$ cat src/hdl/pcpg_pkg.sv
`default_nettype none

package pcpg_pkg;

   // Default coordinate width of the point fields.
   localparam int COORD_WIDTH_DEF = 12;

   // Fixed field and state widths.
   localparam int RADIUS_WIDTH   = 9;
   localparam int OCTANT_WIDTH   = 10;
   localparam int DECISION_WIDTH = 14;
   localparam int BEAT_IDX_WIDTH = 3;

   // Request opcodes.
   localparam logic OP_START = 1'b0;
   localparam logic OP_STEP  = 1'b1;

   // Index of the final beat of an eight-point circle run.
   localparam logic [BEAT_IDX_WIDTH-1:0] LAST_CIRCLE_BEAT = 3'd7;

   // Control of the run that the output stage is sending.
   typedef struct packed {
      logic                      circle;
      logic                      done;
      logic [BEAT_IDX_WIDTH-1:0] index;
   } beat_ctl_type;

endpackage

`default_nettype wire

$ cat src/hdl/pcpg_if.sv
`default_nettype none

interface pcpg_req_if #(
   parameter int COORD_WIDTH = pcpg_pkg::COORD_WIDTH_DEF
);
   import pcpg_pkg::*;

   logic                           valid;
   logic                           ready;
   logic                           op;
   logic signed [COORD_WIDTH-1:0]  center_x;
   logic signed [COORD_WIDTH-1:0]  center_y;
   logic        [RADIUS_WIDTH-1:0] radius;

   modport source (output valid, op, center_x, center_y, radius, input ready);
   modport sink   (input valid, op, center_x, center_y, radius, output ready);
endinterface

interface pcpg_rsp_if #(
   parameter int COORD_WIDTH = pcpg_pkg::COORD_WIDTH_DEF
);
   logic                          valid;
   logic                          ready;
   logic signed [COORD_WIDTH-1:0] point_x;
   logic signed [COORD_WIDTH-1:0] point_y;
   logic                          last;
   logic                          done_res;

   modport source (output valid, point_x, point_y, last, done_res, input ready);
   modport sink   (input valid, point_x, point_y, last, done_res, output ready);
endinterface

`default_nettype wire

$ cat src/hdl/pcpg_point_sel.sv
`default_nettype none

// Forms one output point from a run descriptor and the beat index, with
// saturation to the coordinate range.
module pcpg_point_sel #(
   parameter int COORD_WIDTH = pcpg_pkg::COORD_WIDTH_DEF,
   parameter int LINE_WIDTH  = 14
) (
   input  wire logic signed [LINE_WIDTH-1:0]          base_x,
   input  wire logic signed [LINE_WIDTH-1:0]          base_y,
   input  wire logic        [pcpg_pkg::OCTANT_WIDTH-1:0] oct_x,
   input  wire logic        [pcpg_pkg::OCTANT_WIDTH-1:0] oct_y,
   input  wire pcpg_pkg::beat_ctl_type                ctl,
   output logic signed      [COORD_WIDTH-1:0]         point_x,
   output logic signed      [COORD_WIDTH-1:0]         point_y
);
   import pcpg_pkg::*;

   localparam int SW = LINE_WIDTH + 1;
   localparam logic signed [SW-1:0] SAT_HI = SW'((64'sd1 <<< (COORD_WIDTH - 1)) - 64'sd1);
   localparam logic signed [SW-1:0] SAT_LO = -SAT_HI - SW'(1);

   logic              swap;
   logic              neg_x;
   logic              neg_y;
   logic [OCTANT_WIDTH-1:0] off_x;
   logic [OCTANT_WIDTH-1:0] off_y;
   logic signed [SW-1:0] ext_x;
   logic signed [SW-1:0] ext_y;
   logic signed [SW-1:0] sum_x;
   logic signed [SW-1:0] sum_y;

   // The eight octant images: odd beats swap x and y, the upper half negates
   // the x offset, and beats two through five negate the y offset.
   always_comb begin
      swap  = ctl.circle & ctl.index[0];
      neg_x = ctl.circle & ctl.index[2];
      neg_y = ctl.circle & (ctl.index[2] ^ ctl.index[1]);
      off_x = ctl.circle ? (swap ? oct_y : oct_x) : '0;
      off_y = ctl.circle ? (swap ? oct_x : oct_y) : '0;
      ext_x = $signed({{(SW - OCTANT_WIDTH){1'b0}}, off_x});
      ext_y = $signed({{(SW - OCTANT_WIDTH){1'b0}}, off_y});
      sum_x = neg_x ? (SW'(base_x) - ext_x) : (SW'(base_x) + ext_x);
      sum_y = neg_y ? (SW'(base_y) - ext_y) : (SW'(base_y) + ext_y);

      if (sum_x > SAT_HI) begin
         point_x = SAT_HI[COORD_WIDTH-1:0];
      end else if (sum_x < SAT_LO) begin
         point_x = SAT_LO[COORD_WIDTH-1:0];
      end else begin
         point_x = sum_x[COORD_WIDTH-1:0];
      end

      if (sum_y > SAT_HI) begin
         point_y = SAT_HI[COORD_WIDTH-1:0];
      end else if (sum_y < SAT_LO) begin
         point_y = SAT_LO[COORD_WIDTH-1:0];
      end else begin
         point_y = sum_y[COORD_WIDTH-1:0];
      end
   end

endmodule

`default_nettype wire

$ cat src/hdl/pendulum_circle_point_generator.sv
// A step beat's run is registered into the send stage, or into the pending stage while that
// is busy, before its first point shows. Throughput: a circle step sends eight beats, one per
// cycle, and bar and stem steps and start beats run at one per cycle, while rsp is ready.
// The output run register and a one-entry pending stage set this rate.
// Reset (synchronous, active high) leaves the generator idle with no run pending.
`default_nettype none

module pendulum_circle_point_generator #(
   parameter int COORD_WIDTH = pcpg_pkg::COORD_WIDTH_DEF
) (
   input wire logic    clock,
   input wire logic    reset,
   pcpg_req_if.sink    req_bus,
   pcpg_rsp_if.source  rsp_bus
);
   import pcpg_pkg::*;

   // The bar and stem walk coordinates up to three radii past the centre,
   // so the walking position is at least two bits wider than a point.
   localparam int CW = COORD_WIDTH;
   localparam int LW = ((CW > 11) ? CW : 11) + 2;
   localparam int RW = RADIUS_WIDTH;
   localparam int OW = OCTANT_WIDTH;
   localparam int DW = DECISION_WIDTH;

   localparam logic [1:0] PH_IDLE   = 2'd0;
   localparam logic [1:0] PH_CIRCLE = 2'd1;
   localparam logic [1:0] PH_BAR    = 2'd2;
   localparam logic [1:0] PH_STEM   = 2'd3;

   localparam logic signed [DW-1:0] DEC_INIT     = DW'(3);
   localparam logic signed [DW-1:0] DEC_STEP_IN  = DW'(6);
   localparam logic signed [DW-1:0] DEC_STEP_OUT = DW'(10);

   // Generator state.
   logic [1:0]             phase_ff, phase_in;
   logic signed [CW-1:0]   cx_ff, cx_in;
   logic signed [CW-1:0]   cy_ff, cy_in;
   logic [RW-1:0]          r_ff, r_in;
   logic [OW-1:0]          ox_ff, ox_in;
   logic [OW-1:0]          oy_ff, oy_in;
   logic signed [DW-1:0]   dec_ff, dec_in;
   logic signed [LW-1:0]   lp_ff, lp_in;

   // Run descriptor built from the state when a step beat is taken.
   logic                   nd_valid;
   logic signed [LW-1:0]   nd_bx, nd_by;
   logic [OW-1:0]          nd_ox, nd_oy;
   logic                   nd_circle, nd_done;

   // Pending stage (A) and sending stage (B).
   logic                   a_valid_ff, a_valid_in;
   logic signed [LW-1:0]   a_bx_ff, a_bx_in, a_by_ff, a_by_in;
   logic [OW-1:0]          a_ox_ff, a_ox_in, a_oy_ff, a_oy_in;
   logic                   a_circle_ff, a_circle_in, a_done_ff, a_done_in;

   logic                   b_valid_ff, b_valid_in;
   logic signed [LW-1:0]   b_bx_ff, b_bx_in, b_by_ff, b_by_in;
   logic [OW-1:0]          b_ox_ff, b_ox_in, b_oy_ff, b_oy_in;
   logic                   b_circle_ff, b_circle_in, b_done_ff, b_done_in;
   logic [BEAT_IDX_WIDTH-1:0] idx_ff, idx_in;

   logic                   req_take;
   logic                   rsp_take;
   logic                   run_last;
   logic                   b_free;
   logic                   b_load_a;
   logic                   b_load_new;
   logic                   a_load;
   beat_ctl_type           beat_ctl;

   // Arithmetic helpers.
   logic signed [LW-1:0]   cx_l, cy_l, r_l, r3_l;
   logic signed [OW:0]     x_next, y_dec, y_next, xy_diff;
   logic signed [DW-1:0]   four_x, four_diff;

   assign req_take = req_bus.valid & req_bus.ready;
   assign rsp_take = rsp_bus.valid & rsp_bus.ready;
   assign run_last = ~b_circle_ff | (idx_ff == LAST_CIRCLE_BEAT);

   // The input side only waits when a run is already pending behind the one
   // being sent; a finished point waiting on rsp does not block a new beat.
   assign req_bus.ready = ~a_valid_ff;

   always_comb begin
      cx_l    = LW'(cx_ff);
      cy_l    = LW'(cy_ff);
      r_l     = $signed(LW'(r_ff));
      r3_l    = r_l + r_l + r_l;
      x_next  = $signed({1'b0, ox_ff}) + (OW + 1)'(1);
      y_dec   = $signed({1'b0, oy_ff}) - (OW + 1)'(1);
      y_next  = dec_ff[DW-1] ? $signed({1'b0, oy_ff}) : y_dec;
      xy_diff = $signed({1'b0, ox_ff}) - $signed({1'b0, oy_ff});
      four_x  = $signed({{(DW - OW - 2){1'b0}}, ox_ff, 2'b00});
      four_diff = $signed({{(DW - OW - 3){xy_diff[OW]}}, xy_diff, 2'b00});
   end

   // Generator state update and run descriptor for the beat being taken.
   always_comb begin
      phase_in  = phase_ff;
      cx_in     = cx_ff;
      cy_in     = cy_ff;
      r_in      = r_ff;
      ox_in     = ox_ff;
      oy_in     = oy_ff;
      dec_in    = dec_ff;
      lp_in     = lp_ff;
      nd_valid  = 1'b0;
      nd_bx     = cx_l;
      nd_by     = cy_l;
      nd_ox     = ox_ff;
      nd_oy     = oy_ff;
      nd_circle = 1'b0;
      nd_done   = 1'b0;

      if (req_take) begin
         if (req_bus.op == OP_START) begin
            // A start abandons any drawing in progress and sends nothing.
            cx_in    = req_bus.center_x;
            cy_in    = req_bus.center_y;
            r_in     = req_bus.radius;
            ox_in    = '0;
            oy_in    = OW'(req_bus.radius);
            dec_in   = DEC_INIT - $signed({{(DW - RW - 1){1'b0}}, req_bus.radius, 1'b0});
            lp_in    = '0;
            phase_in = PH_CIRCLE;
         end else begin
            case (phase_ff)
               PH_CIRCLE: begin
                  nd_valid  = 1'b1;
                  nd_circle = 1'b1;
                  // The decision update uses x before it advances.
                  if (dec_ff[DW-1]) begin
                     dec_in = dec_ff + four_x + DEC_STEP_IN;
                  end else begin
                     dec_in = dec_ff + four_diff + DEC_STEP_OUT;
                  end
                  ox_in = x_next[OW-1:0];
                  oy_in = y_next[OW-1:0];
                  if (x_next > y_next) begin
                     phase_in = PH_BAR;
                     lp_in    = cx_l - r_l;
                  end
               end
               PH_BAR: begin
                  nd_valid = 1'b1;
                  nd_bx    = lp_ff;
                  nd_by    = cy_l + r3_l;
                  if (lp_ff >= cx_l + r_l) begin
                     phase_in = PH_STEM;
                     lp_in    = cy_l + r_l;
                  end else begin
                     lp_in = lp_ff + LW'(1);
                  end
               end
               PH_STEM: begin
                  nd_valid = 1'b1;
                  nd_bx    = cx_l;
                  nd_by    = lp_ff;
                  if (lp_ff >= cy_l + r3_l) begin
                     nd_done  = 1'b1;
                     phase_in = PH_IDLE;
                  end else begin
                     lp_in = lp_ff + LW'(1);
                  end
               end
               default: begin
                  // Idle: a step before any start or after the end sends nothing.
               end
            endcase
         end
      end
   end

   // Run staging: B sends the current run; A holds one run behind it.
   always_comb begin
      b_free     = ~b_valid_ff | (rsp_take & run_last);
      b_load_a   = a_valid_ff & b_free;
      b_load_new = ~a_valid_ff & b_free & nd_valid;
      a_load     = nd_valid & ~b_load_new;

      a_valid_in  = a_valid_ff;
      a_bx_in     = a_bx_ff;
      a_by_in     = a_by_ff;
      a_ox_in     = a_ox_ff;
      a_oy_in     = a_oy_ff;
      a_circle_in = a_circle_ff;
      a_done_in   = a_done_ff;
      if (a_load) begin
         a_valid_in  = 1'b1;
         a_bx_in     = nd_bx;
         a_by_in     = nd_by;
         a_ox_in     = nd_ox;
         a_oy_in     = nd_oy;
         a_circle_in = nd_circle;
         a_done_in   = nd_done;
      end else if (b_load_a) begin
         a_valid_in = 1'b0;
      end

      b_valid_in  = b_valid_ff;
      b_bx_in     = b_bx_ff;
      b_by_in     = b_by_ff;
      b_ox_in     = b_ox_ff;
      b_oy_in     = b_oy_ff;
      b_circle_in = b_circle_ff;
      b_done_in   = b_done_ff;
      idx_in      = idx_ff;
      if (b_load_a) begin
         b_valid_in  = 1'b1;
         b_bx_in     = a_bx_ff;
         b_by_in     = a_by_ff;
         b_ox_in     = a_ox_ff;
         b_oy_in     = a_oy_ff;
         b_circle_in = a_circle_ff;
         b_done_in   = a_done_ff;
         idx_in      = '0;
      end else if (b_load_new) begin
         b_valid_in  = 1'b1;
         b_bx_in     = nd_bx;
         b_by_in     = nd_by;
         b_ox_in     = nd_ox;
         b_oy_in     = nd_oy;
         b_circle_in = nd_circle;
         b_done_in   = nd_done;
         idx_in      = '0;
      end else if (b_free) begin
         b_valid_in = 1'b0;
      end else if (rsp_take) begin
         idx_in = idx_ff + BEAT_IDX_WIDTH'(1);
      end
   end

   always_ff @(posedge clock) begin
      if (reset) begin
         phase_ff   <= PH_IDLE;
         a_valid_ff <= 1'b0;
         b_valid_ff <= 1'b0;
         idx_ff     <= '0;
      end else begin
         phase_ff   <= phase_in;
         a_valid_ff <= a_valid_in;
         b_valid_ff <= b_valid_in;
         idx_ff     <= idx_in;
      end
   end

   // Datapath registers; they are only read after a start has loaded them.
   always_ff @(posedge clock) begin
      cx_ff       <= cx_in;
      cy_ff       <= cy_in;
      r_ff        <= r_in;
      ox_ff       <= ox_in;
      oy_ff       <= oy_in;
      dec_ff      <= dec_in;
      lp_ff       <= lp_in;
      a_bx_ff     <= a_bx_in;
      a_by_ff     <= a_by_in;
      a_ox_ff     <= a_ox_in;
      a_oy_ff     <= a_oy_in;
      a_circle_ff <= a_circle_in;
      a_done_ff   <= a_done_in;
      b_bx_ff     <= b_bx_in;
      b_by_ff     <= b_by_in;
      b_ox_ff     <= b_ox_in;
      b_oy_ff     <= b_oy_in;
      b_circle_ff <= b_circle_in;
      b_done_ff   <= b_done_in;
   end

   assign beat_ctl.circle = b_circle_ff;
   assign beat_ctl.done   = b_done_ff;
   assign beat_ctl.index  = idx_ff;

   pcpg_point_sel #(
      .COORD_WIDTH (CW),
      .LINE_WIDTH  (LW)
   ) u_point_sel (
      .base_x  (b_bx_ff),
      .base_y  (b_by_ff),
      .oct_x   (b_ox_ff),
      .oct_y   (b_oy_ff),
      .ctl     (beat_ctl),
      .point_x (rsp_bus.point_x),
      .point_y (rsp_bus.point_y)
   );

   assign rsp_bus.valid    = b_valid_ff;
   assign rsp_bus.last     = run_last;
   assign rsp_bus.done_res = b_done_ff & run_last;

   // A pending run never waits behind an empty send stage.
   assert property (@(posedge clock) disable iff (reset)
      (a_valid_ff && !b_valid_ff) |=> b_valid_ff)
      else $error("pending run stalled with an empty send stage");

   // A beat taken inside a circle run advances to the next octant image.
   assert property (@(posedge clock) disable iff (reset)
      (rsp_take && !run_last) |=> (b_valid_ff && idx_ff == $past(idx_ff) + BEAT_IDX_WIDTH'(1)))
      else $error("circle run did not advance by one beat");

   // While the circle runs, the octant point stays on or above the diagonal.
   assert property (@(posedge clock) disable iff (reset)
      (phase_ff == PH_CIRCLE) |-> (ox_ff <= oy_ff))
      else $error("circle phase past the octant boundary");

   // The final stem point returns the generator to idle.
   assert property (@(posedge clock) disable iff (reset)
      (nd_valid && nd_done) |=> (phase_ff == PH_IDLE))
      else $error("generator not idle after the final point");

endmodule

`default_nettype wire
$ cat src/flat_wrapper.sv
// flat-port wrapper written by rule: the top's interface ports become plain ports
module pendulum_circle_point_generator_flat import pcpg_pkg::*;
#(
   parameter int COORD_WIDTH = pcpg_pkg::COORD_WIDTH_DEF
)
  (clock, reset, req_bus_valid, req_bus_op, req_bus_center_x, req_bus_center_y, req_bus_radius, req_bus_ready, rsp_bus_valid, rsp_bus_point_x, rsp_bus_point_y, rsp_bus_last, rsp_bus_done_res, rsp_bus_ready);
  pcpg_req_if #(.COORD_WIDTH(COORD_WIDTH)) req_bus_i ();
  pcpg_rsp_if #(.COORD_WIDTH(COORD_WIDTH)) rsp_bus_i ();
  input wire logic clock;
  input wire logic reset;
  input wire logic [$bits(req_bus_i.valid)-1:0] req_bus_valid;
  input wire logic [$bits(req_bus_i.op)-1:0] req_bus_op;
  input wire logic [$bits(req_bus_i.center_x)-1:0] req_bus_center_x;
  input wire logic [$bits(req_bus_i.center_y)-1:0] req_bus_center_y;
  input wire logic [$bits(req_bus_i.radius)-1:0] req_bus_radius;
  output wire logic [$bits(req_bus_i.ready)-1:0] req_bus_ready;
  output wire logic [$bits(rsp_bus_i.valid)-1:0] rsp_bus_valid;
  output wire logic [$bits(rsp_bus_i.point_x)-1:0] rsp_bus_point_x;
  output wire logic [$bits(rsp_bus_i.point_y)-1:0] rsp_bus_point_y;
  output wire logic [$bits(rsp_bus_i.last)-1:0] rsp_bus_last;
  output wire logic [$bits(rsp_bus_i.done_res)-1:0] rsp_bus_done_res;
  input wire logic [$bits(rsp_bus_i.ready)-1:0] rsp_bus_ready;
  assign req_bus_i.valid = req_bus_valid;
  assign req_bus_i.op = req_bus_op;
  assign req_bus_i.center_x = req_bus_center_x;
  assign req_bus_i.center_y = req_bus_center_y;
  assign req_bus_i.radius = req_bus_radius;
  assign req_bus_ready = req_bus_i.ready;
  assign rsp_bus_valid = rsp_bus_i.valid;
  assign rsp_bus_point_x = rsp_bus_i.point_x;
  assign rsp_bus_point_y = rsp_bus_i.point_y;
  assign rsp_bus_last = rsp_bus_i.last;
  assign rsp_bus_done_res = rsp_bus_i.done_res;
  assign rsp_bus_i.ready = rsp_bus_ready;
  pendulum_circle_point_generator #(.COORD_WIDTH(COORD_WIDTH)) u_core (.clock(clock), .reset(reset), .req_bus(req_bus_i), .rsp_bus(rsp_bus_i));
endmodule
$ cat config.mk
export PLATFORM = sky130hd
export DESIGN_NAME = pendulum_circle_point_generator_flat
export DESIGN_NICKNAME = d
export VERILOG_FILES = /design/src/hdl/pcpg_pkg.sv /design/src/hdl/pcpg_if.sv /design/src/hdl/pcpg_point_sel.sv /design/src/hdl/pendulum_circle_point_generator.sv /design/src/flat_wrapper.sv
export SDC_FILE = /design/constraint.sdc
export NUM_CORES = 1
export LEC_CHECK = 0
export BUFFER_PORTS_ARGS = -buffer_cell sky130_fd_sc_hd__buf_2
export CELL_PAD_IN_SITES_DETAIL_PLACEMENT = 2
export CELL_PAD_IN_SITES_GLOBAL_PLACEMENT = 2
export CORE_ASPECT_RATIO = 1.75
export CORE_UTILIZATION = 41
export DETAILED_ROUTE_END_ITERATION = 16
export PLACE_DENSITY = 0.83
export SLEW_MARGIN = 20
export SYNTH_ARGS = -nofsm -noshare
export SYNTH_HDL_FRONTEND = slang
export SYNTH_SLANG_ARGS = --single-unit
$ cat constraint.sdc
create_clock -name clock -period 8 [get_ports clock]
set_clock_uncertainty 0.15 [all_clocks]
set_input_delay 1.2 -clock clock [delete_from_list [all_inputs] [get_ports clock]]
set_output_delay 1.2 -clock clock [all_outputs]
set_load 0.02 [all_outputs]
* Word level (Yosys, flattened, before mapping) *
Index checks and enable logic that the tools add are counted.
Widths: inputs -> output; s select.

cells by class
  add/subtract/negate cells = 20
  $lt $le $gt $ge = 7
  equality and inequality tests = 10
  muxes and demuxes = 59
  bitwise logic cells = 20
  reduce and logical (&&, ||, !) cells = 10

operators by type and width
  cell                   count
  $mux 14                15
  $mux 10                10
  $mux 12                4
  $pmux 14 s3            1
  $add 14x11->15         2
  $gt 15x12->1 const B   2
  $lt 15x12->1 const B   2
  $mux 15                2
  $sub 14x11->15         2
  $add 14x13->14         2
  $ge 14x14->1           2
  $pmux 14 s2            1
  $add 12x10->13         2
  $mux 1                 19
  $add 12x14->14         1
  $add 14x10->14         1
  $add 14x2->14 const B  1
  $add 14x4->14 const B  1
  $add 14x5->14 const B  1
  $sub 12x10->13         1
  $add 10x1->11 const B  1
  $and 1x1->1            11
  $gt 11x11->1           1
  $mux 11                1
  other kinds (24)       40

storage, ports and cells
  flip-flop bits (word level) = 188
  output and inout port bits = 28
  logic and storage cells = 150

* Longest topological paths before layout *
  depth after elaboration = 10
  mapped depth = 23
  gate-level depth less buffers = 18

* By module *
Synthesis repeated with hierarchy kept, for this count alone.

second synthesis, totals
  cell total of the unflattened synthesis = 1640
  area, all modules = 15547.4 sq um

modules (own cells, without submodules)
  module                           times used  cells each  area an instance (sq um)  seq. area each (sq um)
  pendulum_circle_point_generator  1           1249        12839.8                   5545.3
  pcpg_point_sel                   1           391         2707.6                    0.0

* Least setup slack after synthesis *
No wires, ideal clock.

  path type = register to output
  from = reg u_core.idx_ff[0]
  to = out rsp_bus_point_x[10]
  data arrival time = 5040 ps
  required time = 6650 ps
  setup slack = 1610 ps
  cell stages (with the launch flop) = 23
  path buffers = 6
  path through = dfxtp_1 -> buf_6 -> buf_6 -> clkbuf_1 -> buf_1 -> mux2_2 -> nand2_1 -> ha_1 -> o21ai_0 -> or3_1 -> clkbuf_1 -> nor2_1 -> nor3_1 -> a21oi_1 -> o22ai_1 -> ha_1 -> and3_1 -> a221o_1 -> or3_1 -> xnor2_1 -> o32ai_1 -> buf_2 -> o21a_1

between the ends
  longest elaborated chain between the ends = 8
  elaborated cells between the ends (all ways) = 10

ends and longest elaborated chain
  element                                                  line                                    RTL
  start, declared                                          pendulum_circle_point_generator.sv:61   logic [BEAT_IDX_WIDTH-1:0] idx_ff, idx_in;
  start signal, assigned                                   pendulum_circle_point_generator.sv:244  idx_ff <= idx_in;
  $and 1x1->1 *                                            pcpg_point_sel.sv:36                    swap = ctl.circle & ctl.index[0];
  $mux 10 * (2 in series)                                  pcpg_point_sel.sv:39                    off_x = ctl.circle ? (swap ? oct_y : oct_x) : '0;
  $add 14x11->15 / $sub 14x11->15 (equally long branches)  pcpg_point_sel.sv:43                    sum_x = neg_x ? (SW'(base_x) - ext_x) : (SW'(base_x) + ext_x);
  $mux 15 *                                                pcpg_point_sel.sv:43
  $lt 15x12->1                                             pcpg_point_sel.sv:48                    end else if (sum_x < SAT_LO) begin
  $mux 12                                                  pcpg_point_sel.sv:48
  $mux 12 *                                                pcpg_point_sel.sv:46                    if (sum_x > SAT_HI) begin
  end, declared                                            flat_wrapper.sv:18                      output wire logic [$bits(rsp_bus_i.point_x)-1:0] rsp_bus_point_x;

Mark *: on every way between the ends. The rest lies on a longest branch, timed or not.

* Worst setup path in the final report *
  from = reg u_core.b_circle_ff
  to = out rsp_bus_point_x[9]

between the ends
  longest elaborated chain between the ends = 8
  elaborated cells between the ends (all ways) = 11

ends and longest elaborated chain
  element                                                  line                                    RTL
  start, declared                                          pendulum_circle_point_generator.sv:60   logic b_circle_ff, b_circle_in, b_done_ff, b_done_in;
  start signal, assigned                                   pendulum_circle_point_generator.sv:267  b_circle_ff <= b_circle_in;
  $and 1x1->1                                              pcpg_point_sel.sv:36
  $mux 10 (2 in series)                                    pcpg_point_sel.sv:39
  $add 14x11->15 / $sub 14x11->15 (equally long branches)  pcpg_point_sel.sv:43
  $mux 15 *                                                pcpg_point_sel.sv:43
  $lt 15x12->1                                             pcpg_point_sel.sv:48
  $mux 12                                                  pcpg_point_sel.sv:48
  $mux 12 *                                                pcpg_point_sel.sv:46

Marked as above.

==> flow_summary.json <==
{
  "status": "complete, no violations",
  "multi_input_area_um2": 9280,
  "diodes": 0,
  "cts_buffers": 17,
  "regArea_um2": 5550,
  "async_flop_share_pct": 0,
  "syn_inst": 1640,
  "drtPass1Iterations": 5,
  "critPathMaxStageDelay_ns": 0.79,
  "holdWs_ns": 0.325,
  "ys_seq_area_share_pct": 36.1,
  "synth_xor_area_share_pct": 6.15,
  "ys_top_cells_by_count": "edfxtp_1, nor2_1, ha_1",
  "yosysWarnings": 0,
  "clk_pin_slew_ns": 0.08,
  "port_buffers": 65,
  "vdd_drop_max_mv": 0.165,
  "syn_nets": 1861,
  "synth_edf_count": 180,
  "nFillCells": 4017,
  "synth_area_leaders": "edfxtp_1, ha_1, nor2_1, o21ai_0, nand2_1",
  "antenna_found_initial": 0,
  "drc_errors": 0,
  "dpl.hpwl_um": 42700,
  "nets": 1907,
  "routed_wl_um": 55000,
  "start_kind": "register",
  "slew_headroom_pct": 32.7,
  "met2_usage_pct": 57.6,
  "max_freq_mhz": 141,
  "total_power_uw": 3080,
  "synth-simple-area-share_pct": 16.3,
  "timing.final.crit_period_ns": 7.09,
  "path_cells": "inv_1 > nor2_1 > nor3b_1 > nand3b_1 > nand2_1 > xor2_1 > ha_1 > and3_1 > a221o_1 > or3_1 > xnor2_1 > a311oi_2 > o21a_1 > buf_2",
  "hold_path_class": "reg -> reg",
  "grt_first_pass_wirelength_um": 85100,
  "grt_usage_pct": 29.5,
  "ctsRootBufferMaster": "clkbuf_16",
  "worst_pin_slew_ns": 1.01,
  "yosysTopAreaCell": "edfxtp_1",
  "post_drt_via_cell_ratio": 6.04,
  "maxSlewViolCount": 0,
  "worstPathArrival_ns": 5.74,
  "synth_top_family_by_area": "compound AO/OA/AOI/OAI gates",
  "setup_viol": 0,
  "drive_gt1_share_pct": 10.0,
  "stdcell_count": 2174,
  "powerDensity_nw_per_um2": 183,
  "required_ns": 6.65,
  "hold_buffers": 0,
  "die-area_um2": 38300,
  "post-route-period-util_pct": 88.6,
  "placedCellCount": 2141,
  "die_w_um": 148,
  "rows": 93,
  "gp_congestion": 0.926,
  "path_max_fanout": 31,
  "end_kind": "primary output",
  "path_class": "reg -> out",
  "p_leak_uw": 0.00674,
  "grt_overflow_total": 0,
  "cp_num_buf_inv": 2,
  "ioPinCount": 66,
  "synth_compound_area_share_pct": 18.2,
  "busiest_layer": "met2",
  "yosys.area_share.adder_pct": 15.7,
  "cts_buffer_depth": 2,
  "ys.flop_type": "edfxtp_1",
  "via_count": 13100,
  "cts_setup_buffers": 0,
  "cts_sinks": 187,
  "synth_mux_area_share_pct": 3.77,
  "cp_slowest_cell": "edfxtp_1",
  "met1_usage_pct": 29.8,
  "netlist_area_um2": 15400,
  "grt_use_met3_pct": 2.81,
  "die_h_um": 258,
  "hold_viol": 0,
  "antenna_left": 0,
  "synthDistinctLibCells": 90,
  "htree_levels": 4,
  "start_util_pct": 41.7,
  "grt_max_degree": 61,
  "coreArea_um2": 36900,
  "crit_family": "simple AND/OR/NAND/NOR gates",
  "synth_most_common_cell": "edfxtp_1",
  "syn_to_final_growth_pct": 9.42,
  "syn_area_per_cell_um2": 9.37,
  "rsz0062_at_grt": "no",
  "ctsResizeCount": 0,
  "wl_per_cell_um": 25.3,
  "tns_ns": 0,
  "clock_latency_ns": 0.47,
  "grt_pass1_vias": 14800,
  "yosys.area.top_type_share_pct": 35.2,
  "cts_tree": "done",
  "drtIter0Drc": 549,
  "drv_cap": 0,
  "ys_seq_elements": 187
}
## layout by cell type, fill, tap and decap left out, types with 18 or more instances in the layout
master	instances
inv_1	92
a21oi_1	105
edfxtp_1	180
mux2i_1	26
nor2b_1	28
xnor2_1	61
nor3_1	37
nand3_1	37
o21ai_0	118
ha_1	166
nand2b_1	18
mux2_2	25
a21o_1	21
nand2_1	144
nor2_1	167
o21a_1	36
buf_2	65
xor2_1	47
## layer usage
metal	vias up	wire, µm
li1	6090	-
met1	6607	20200
met2	287	30600
met3	141	1260
met4	0	3020
met5	-	0
## metrics by stage
stage	setup WS [ns]	cell area (µm²)	utilization, %
final	0.910	16800	45.6
after global routing	0.561	16800	45.6
after CTS	0.923	16800	45.5
after global placement	1.71	16200	43.9
after detailed placement	1.46	16200	43.9
after floorplan	1.61	15400	-
## worst register-to-register path: stages (launching register included)
cell and delay [ns]:
edfxtp_1 0.64, inv_1 0.16, ha_1 0.34, nand2b_1 0.17
a21oi_1 0.22, o21bai_1 0.09, a21oi_1 0.28, o21ai_0 0.18
o41ai_1 0.51, xnor2_1 0.20, ha_1 0.25, and3_1 0.21
nand4_2 0.13, o21ai_1 0.13, o31ai_1 0.48, a31o_1 0.56
mux2i_1 0.43, nand3_1 0.16
## cells by family (layout without fill, tap and decap cells)
| group | after synthesis | in the layout |
|---|---|---|
| simple gates | 530 | 530 |
| compound gates | 434 | 434 |
| flops | 187 | 187 |
| fa+ha+maj | 183 | 183 |
| buf+inv | 145 | 204 |
| xor+xnor | 108 | 108 |
| mux | 53 | 53 |
## worst paths after layout
check | depth (start not counted) | startpoint | end | slack (ns)
setup / recovery | 14 | u_core.b_circle_ff$_DFFE_PP_ | rsp_bus_point_x[9] | 0.91
hold / removal | 0 | u_core.nd_oy[5]$_DFFE_PP_ | u_core.a_oy_ff[5]$_DFFE_PP_ | 0.33
setup reg to reg | 17 | u_core.r_ff[1]$_DFFE_PP_ | u_core.lp_ff[10]$_SDFFCE_PN0P_ | 2.42
hold reg to reg | 0 | u_core.nd_oy[5]$_DFFE_PP_ | u_core.a_oy_ff[5]$_DFFE_PP_ | 0.33
## power by group
group / leakage [µW] / total (µW) / switching, µW / internal (µW)
registers: 0.00172 / 1190 / 62.5 / 1120
clock network: 0.000288 / 916 / 437 / 480
logic: 0.00473 / 976 / 587 / 389
total: 0.00674 / 3080 / 1090 / 1990
## final cells by class
type	instances	share of cell area, %
clock buffers	20	2.66
clock inverters	12	0.907
inverters	92	2.05
multi-input cells	1308	55.2
flip-flops and latches	187	33.0
well taps	475	3.53
repair buffers	80	2.72
## sequential cells by signal, indices dropped and copies added (netlist names), 2 cells and up
register and cells:
u_core.a_by_ff 14, u_core.b_by_ff 14, u_core.b_oy_ff 10, u_core.nd_ox 10
u_core.idx_ff 3, u_core.dec_ff 13, u_core.b_bx_ff 14, u_core.r_ff 9
u_core.a_ox_ff 10, u_core.nd_oy 10, u_core.lp_ff 14, u_core.cx_ff 12
u_core.phase_ff 2, u_core.a_bx_ff 14, u_core.cy_ff 12, u_core.a_oy_ff 10
u_core.b_ox_ff 10
Power figures use the tool's default switching activity.
